`src/rtl/core/bba_pkg.sv`:
```
// Shared types and constants of the bitmap block allocator.
// Used by bba_ctrl, bba_dp, bitmap_block_allocator, bba_checker and tb; depends on nothing.
`default_nettype none

package bba_pkg;

    localparam int MAX_BLOCKS_DEF = 4096;
    localparam int WORD_BITS_DEF  = 32;

    localparam int OP_W  = 1;
    localparam int IDX_W = 12;
    localparam int CFG_W = 13;
    localparam int BNO_W = 12;
    localparam int ST_W  = 2;

    localparam logic [CFG_W-1:0] TOTAL_BLOCKS_RST = 13'd4096;

    typedef enum logic [OP_W-1:0] {
        OP_ALLOC = 1'b0,
        OP_FREE  = 1'b1
    } op_t;

    typedef enum logic [ST_W-1:0] {
        ST_OK      = 2'd0,
        ST_NOSPACE = 2'd1,
        ST_RANGE   = 2'd2
    } st_t;

    // Commands from the controller to the datapath
    typedef struct packed {
        logic cap;           // latch the input transaction
        logic clr_wr;        // clear one map word, advance the pointer
        logic scan_start;    // read word 0, rewind the scan
        logic scan_next;     // read the next word, advance the scan
        logic alloc_commit;  // set the found bit, load an ok result
        logic nospace;       // load a no-space result
        logic free_prep;     // find the word that holds the index, check range
        logic free_read;     // read the word holding the freed bit, latch the bit position
        logic free_commit;   // clear the bit, load an ok result
        logic range_err;     // load an out-of-range result
    } cmd_t;

    // Status from the datapath to the controller
    typedef struct packed {
        logic op_free;
        logic scan_hit;
        logic scan_end;
        logic range_err;
        logic clr_last;
    } sts_t;

endpackage

`default_nettype wire

```
`src/rtl/core/bba_ctrl.sv`:
```
// Controller state machine of the bitmap block allocator.
// Sequences clearing, scanning and freeing; uses bba_pkg command and status types.
`default_nettype none

module bba_ctrl (
    input  wire logic          clk,
    input  wire logic          rst_n,
    input  wire logic          in_valid,
    output logic               in_ready,
    output logic               out_valid,
    input  wire logic          out_ready,
    output bba_pkg::cmd_t      cmd,
    input  wire bba_pkg::sts_t sts
);

    typedef enum logic [2:0] {
        S_CLEAR,
        S_IDLE,
        S_START,
        S_SCAN,
        S_FREE_RD,
        S_FREE_WR
    } state_t;

    state_t state_reg, state_next;
    logic   out_valid_reg, out_valid_next;
    logic   load;

    always_comb
    begin
        state_next = state_reg;
        cmd        = '0;
        in_ready   = 1'b0;
        unique case (state_reg)
            S_CLEAR:
            begin
                cmd.clr_wr = 1'b1;
                if (sts.clr_last)
                begin
                    state_next = S_IDLE;
                end
            end
            S_IDLE:
            begin
                in_ready = 1'b1;
                if (in_valid)
                begin
                    cmd.cap    = 1'b1;
                    state_next = S_START;
                end
            end
            S_START:
            begin
                // hold until the output register is free for this result
                if (!out_valid_reg || out_ready)
                begin
                    if (sts.op_free)
                    begin
                        cmd.free_prep = 1'b1;
                        state_next    = S_FREE_RD;
                    end
                    else
                    begin
                        cmd.scan_start = 1'b1;
                        state_next     = S_SCAN;
                    end
                end
            end
            S_SCAN:
            begin
                priority if (sts.scan_hit)
                begin
                    cmd.alloc_commit = 1'b1;
                    state_next       = S_IDLE;
                end
                else if (sts.scan_end)
                begin
                    cmd.nospace = 1'b1;
                    state_next  = S_IDLE;
                end
                else
                begin
                    cmd.scan_next = 1'b1;
                end
            end
            S_FREE_RD:
            begin
                if (sts.range_err)
                begin
                    cmd.range_err = 1'b1;
                    state_next    = S_IDLE;
                end
                else
                begin
                    cmd.free_read = 1'b1;
                    state_next    = S_FREE_WR;
                end
            end
            S_FREE_WR:
            begin
                cmd.free_commit = 1'b1;
                state_next      = S_IDLE;
            end
            default:
            begin
                state_next = S_IDLE;
            end
        endcase
    end

    assign load = cmd.alloc_commit | cmd.nospace | cmd.range_err | cmd.free_commit;

    always_comb
    begin
        priority if (load)
        begin
            out_valid_next = 1'b1;
        end
        else if (out_ready)
        begin
            out_valid_next = 1'b0;
        end
        else
        begin
            out_valid_next = out_valid_reg;
        end
    end

    always_ff @(posedge clk or negedge rst_n)
    begin
        if (!rst_n)
        begin
            state_reg     <= S_CLEAR;
            out_valid_reg <= 1'b0;
        end
        else
        begin
            state_reg     <= state_next;
            out_valid_reg <= out_valid_next;
        end
    end

    assign out_valid = out_valid_reg;

    // A new result never lands on one that is still waiting
    a_no_overwrite: assert property (@(posedge clk) disable iff (!rst_n)
        load |-> (!out_valid_reg || out_ready))
        else $error("result loaded while output register busy");

    // At most one datapath action that moves the map or the result per cycle
    a_one_action: assert property (@(posedge clk) disable iff (!rst_n)
        $onehot0({cmd.alloc_commit, cmd.nospace, cmd.range_err, cmd.free_commit,
                  cmd.scan_next, cmd.scan_start, cmd.free_read, cmd.clr_wr}))
        else $error("conflicting datapath commands");

    // A bit is cleared only right after its word was read
    a_free_after_read: assert property (@(posedge clk) disable iff (!rst_n)
        cmd.free_commit |-> $past(cmd.free_read))
        else $error("free commit without preceding read");

    // An accepted transaction moves straight on to its start step
    a_accept_start: assert property (@(posedge clk) disable iff (!rst_n)
        (in_valid && in_ready) |=> (state_reg == S_START))
        else $error("accepted transaction not started");

endmodule

`default_nettype wire

```
`config.mk`:
```
export PLATFORM = sky130hd
export DESIGN_NAME = bba_ctrl
export DESIGN_NICKNAME = d
export VERILOG_FILES = /design/src/rtl/core/bba_pkg.sv /design/src/rtl/core/bba_ctrl.sv
export SDC_FILE = /design/constraint.sdc
export NUM_CORES = 1
export LEC_CHECK = 0
export BUFFER_PORTS_ARGS = -buffer_cell sky130_fd_sc_hd__buf_4
export CAP_MARGIN = 15
export CORE_AREA = 3 3 40 42
export CTS_CLUSTER_SIZE = 24
export DETAILED_ROUTE_END_ITERATION = 12
export DIE_AREA = 0 0 43 45
export SLEW_MARGIN = 20
export SYNTH_ARGS = -nofsm -noshare
export SYNTH_HDL_FRONTEND = slang
export SYNTH_SLANG_ARGS = --single-unit
```
`constraint.sdc`:
```
create_clock -name clk -period 3.1 [get_ports clk]
set_input_delay 0.465 -clock clk [delete_from_list [all_inputs] [get_ports clk]]
set_output_delay 0.465 -clock clk [all_outputs]
set_load 0.01 [all_outputs]
```
==> results.cfg <==
[status]
status = completed

[clock_tree]
clock_path_buffers = 2
ctsResizeCount = 0
hold_buffers = 0
htree_levels = 1
clkLatencyLatePin_ns = 0.23
cts_setup_buffers = 0
cts_tree = built
cts.sinks = 4
cts_buffers = 3
cts-root-buf = clkbuf_4
clk_pin_slew_ns = 0.04

[power_and_ir_drop]
p_per_area_nw_per_um2 = 757
ir_drop_mv = 0.286
p_switching_mw = 0.160
seq_power_share_pct = 31.2
combPwrFrac_pct = 52.3
p_int_mw = 0.224
leakage_nw = 0.247
clkPwrFrac_pct = 16.5
power_mw = 0.384
swShare_pct = 41.6

[sta]
setup_tns_ns = 0
final_max_slew_viol_count = 0
fmax_mhz = 523
rsz0062_at_grt = no
maxSlewHeadroom_pct = 73.0
setup_ws_ns = 1.19
whs_ns = 0.0155
fin_crit_ns = 1.91
finalHoldViolCount = 0
fin_crit_sh_pct = 61.7
clock_skew_ns = 0.00476
finalSetupViolations = 0
tightest_slew_ns = 0.405

[job]
drv_cap = 0

[synthesis]
synth_top_area_cell = dfrtp_1
ys_top_cells_by_area = dfrtp_1 (30%), nor2_1 (8.9%), nor3b_1 (6.6%)
netlist_area_um2 = 339
yosysMostFrequentCell = nor2_1
ys_warn_count = 0
synth-async-reset-ratio_pct = 100
synth_ff_type = dfrtp_1
synth_top_area_share_pct = 29.5
synth_common_cells = nor2_1 (8), dfrtp_1 (4), nor3_1 (3), nor3b_1 (3)
synth_edf_count = 0
syn_avg_cell_area_um2 = 8.07
ys_seq_area_share_pct = 29.5
ys_ff_latch = 4
syn-num-nets = 51
ys_types = 26
synthCells = 42

[placed_design]
io_buffers = 20
dp_cells = 74
gp_congestion = 0.727
pre_cts_ws_ns = 1.43
hpwlAfterDp_um = 694

[global_route]
grt_use_total_pct = 10.7
grt_pass1_wl_mm = 1.45
grt_max_degree = 14
grt_pass1_vias = 339
grt_overflow_total = 0
grt_antenna_before_repair = 0

[floorplanning]
dieArea_um2 = 1940
coreArea_um2 = 1280
die_x_um = 43
rows = 13
die_h_um = 45
start_util_pct = 26.4
ios = 21

[route]
drc_errors = 0
routed_via_density = 4.74
wire_per_inst_um = 11.3
drt_iter0_markers = 0
final_antenna_net_count = 0
vias = 365
first_pass_iters = 1
routed_wl_um = 869

[setup_path]
endpoint_kind = output pin
crit_path_cell_trace = nand2_4 -> or2_4 -> nor3b_2 -> buf_4
start_kind = flop
slowest_stage = dfrtp_1
worstPathRequired_ns = 2.63
crit_family = flip-flops
critPathMaxStageDelay_ns = 0.58
crit_type = flop to output pin
worst-path-stages = 4
crit_fanout = 13
r2r_cells = 3
crit_buf_inv = 1
worst-endpoint-arrival_ns = 1.45

[cells_and_area]
n_fill_cell = 144
fin_cells = 77
area_growth_pct = 49.4
largest_register_ffs = 3
n_antenna_cell = 0
regArea_um2 = 100
layout.nets = 73
drive_gt1_share_pct = 46.8
multiInputGateArea_um2 = 204

[hold_path]
hp-class = primary input to asynchronous set/reset pin
## area by class of cell
cell class	count	share of cell area, %
multi-input combinational	32	40.2
timing repair buffer	20	29.6
sequential	4	19.8
clock buffer	3	4.44
tap	15	3.70
inverter	3	2.22
## per-stage QoR
stage / cell area [um^2] / util (%)
final: 507 / 39.4
after global routing: 507 / 39.4
after CTS: 507 / 39.4
after detailed placement: 484 / 37.7
after global placement: 484 / 37.7
after floorplan: 339 / -
## cells by family (layout without fill, tap and decap cells)
logic type	Yosys count	in the layout	synth area share, %
buf+inv	6	26	10.3
compound gates	8	8	19.6
flops	4	4	29.5
simple gates	24	24	40.6
## worst paths after layout
path,startpoint,endpoint,slack [ns]
setup / recovery,state_reg[0]$_DFFE_PN0P_,cmd[4],1.19
hold / removal,rst_n,state_reg[0]$_DFFE_PN0P_,0.02
setup reg to reg,state_reg[0]$_DFFE_PN0P_,out_valid$_DFFE_PN0P_,1.91
min in group clk,sts[4],state_reg[1]$_DFFE_PN0P_,0.55
hold reg to reg,state_reg[2]$_DFFE_PN0P_,state_reg[1]$_DFFE_PN0P_,0.62
max in group asynchronous,rst_n,state_reg[1]$_DFFE_PN0P_,2.98
## per-layer routing
metal / part of all wire, % / GRT usage, % / vias up / wire [um]
met5: 0 / 0 / - / 0
met4: 0 / 9.04 / 0 / 0
met3: 9.3 / 4.38 / 0 / 81
met2: 47 / 15.6 / 19 / 407
met1: 44 / 12.2 / 159 / 380
li1: - / - / 187 / -
## power groups by stage
stage	registers, mW	logic [mW]	clock network [mW]
2_1_floorplan	0.0879	0.167	0
3_3_place_gp	0.118	0.202	0
3_5_place_dp	0.120	0.203	0
4_1_cts	0.120	0.204	0.0667
5_1_grt	0.125	0.220	0.0697
6_report	0.120	0.201	0.0633
## cells in the final DEF, fill, tap and decap left out
master | Yosys | final
o221ai_2 | 1 | 1
nor3b_2 | 1 | 1
nor3_1 | 3 | 3
inv_2 | 1 | 1
buf_4 | 1 | 20
nor3b_1 | 3 | 3
nor2b_1 | 1 | 1
dfrtp_1 | 4 | 4
o32a_1 | 1 | 1
inv_1 | 2 | 2
o21ai_0 | 1 | 1
a21oi_1 | 1 | 1
nand2b_1 | 1 | 1
nand2_1 | 2 | 2
clkbuf_4 | 0 | 3
nand3_1 | 1 | 1
a21oi_2 | 1 | 1
a211o_1 | 1 | 1
and3_1 | 1 | 1
nor2_1 | 8 | 8
and2_1 | 1 | 1
a22oi_1 | 1 | 1
nand2_4 | 1 | 1
or2_4 | 1 | 1
a31oi_1 | 1 | 1
Power figures use the tool's default switching activity.
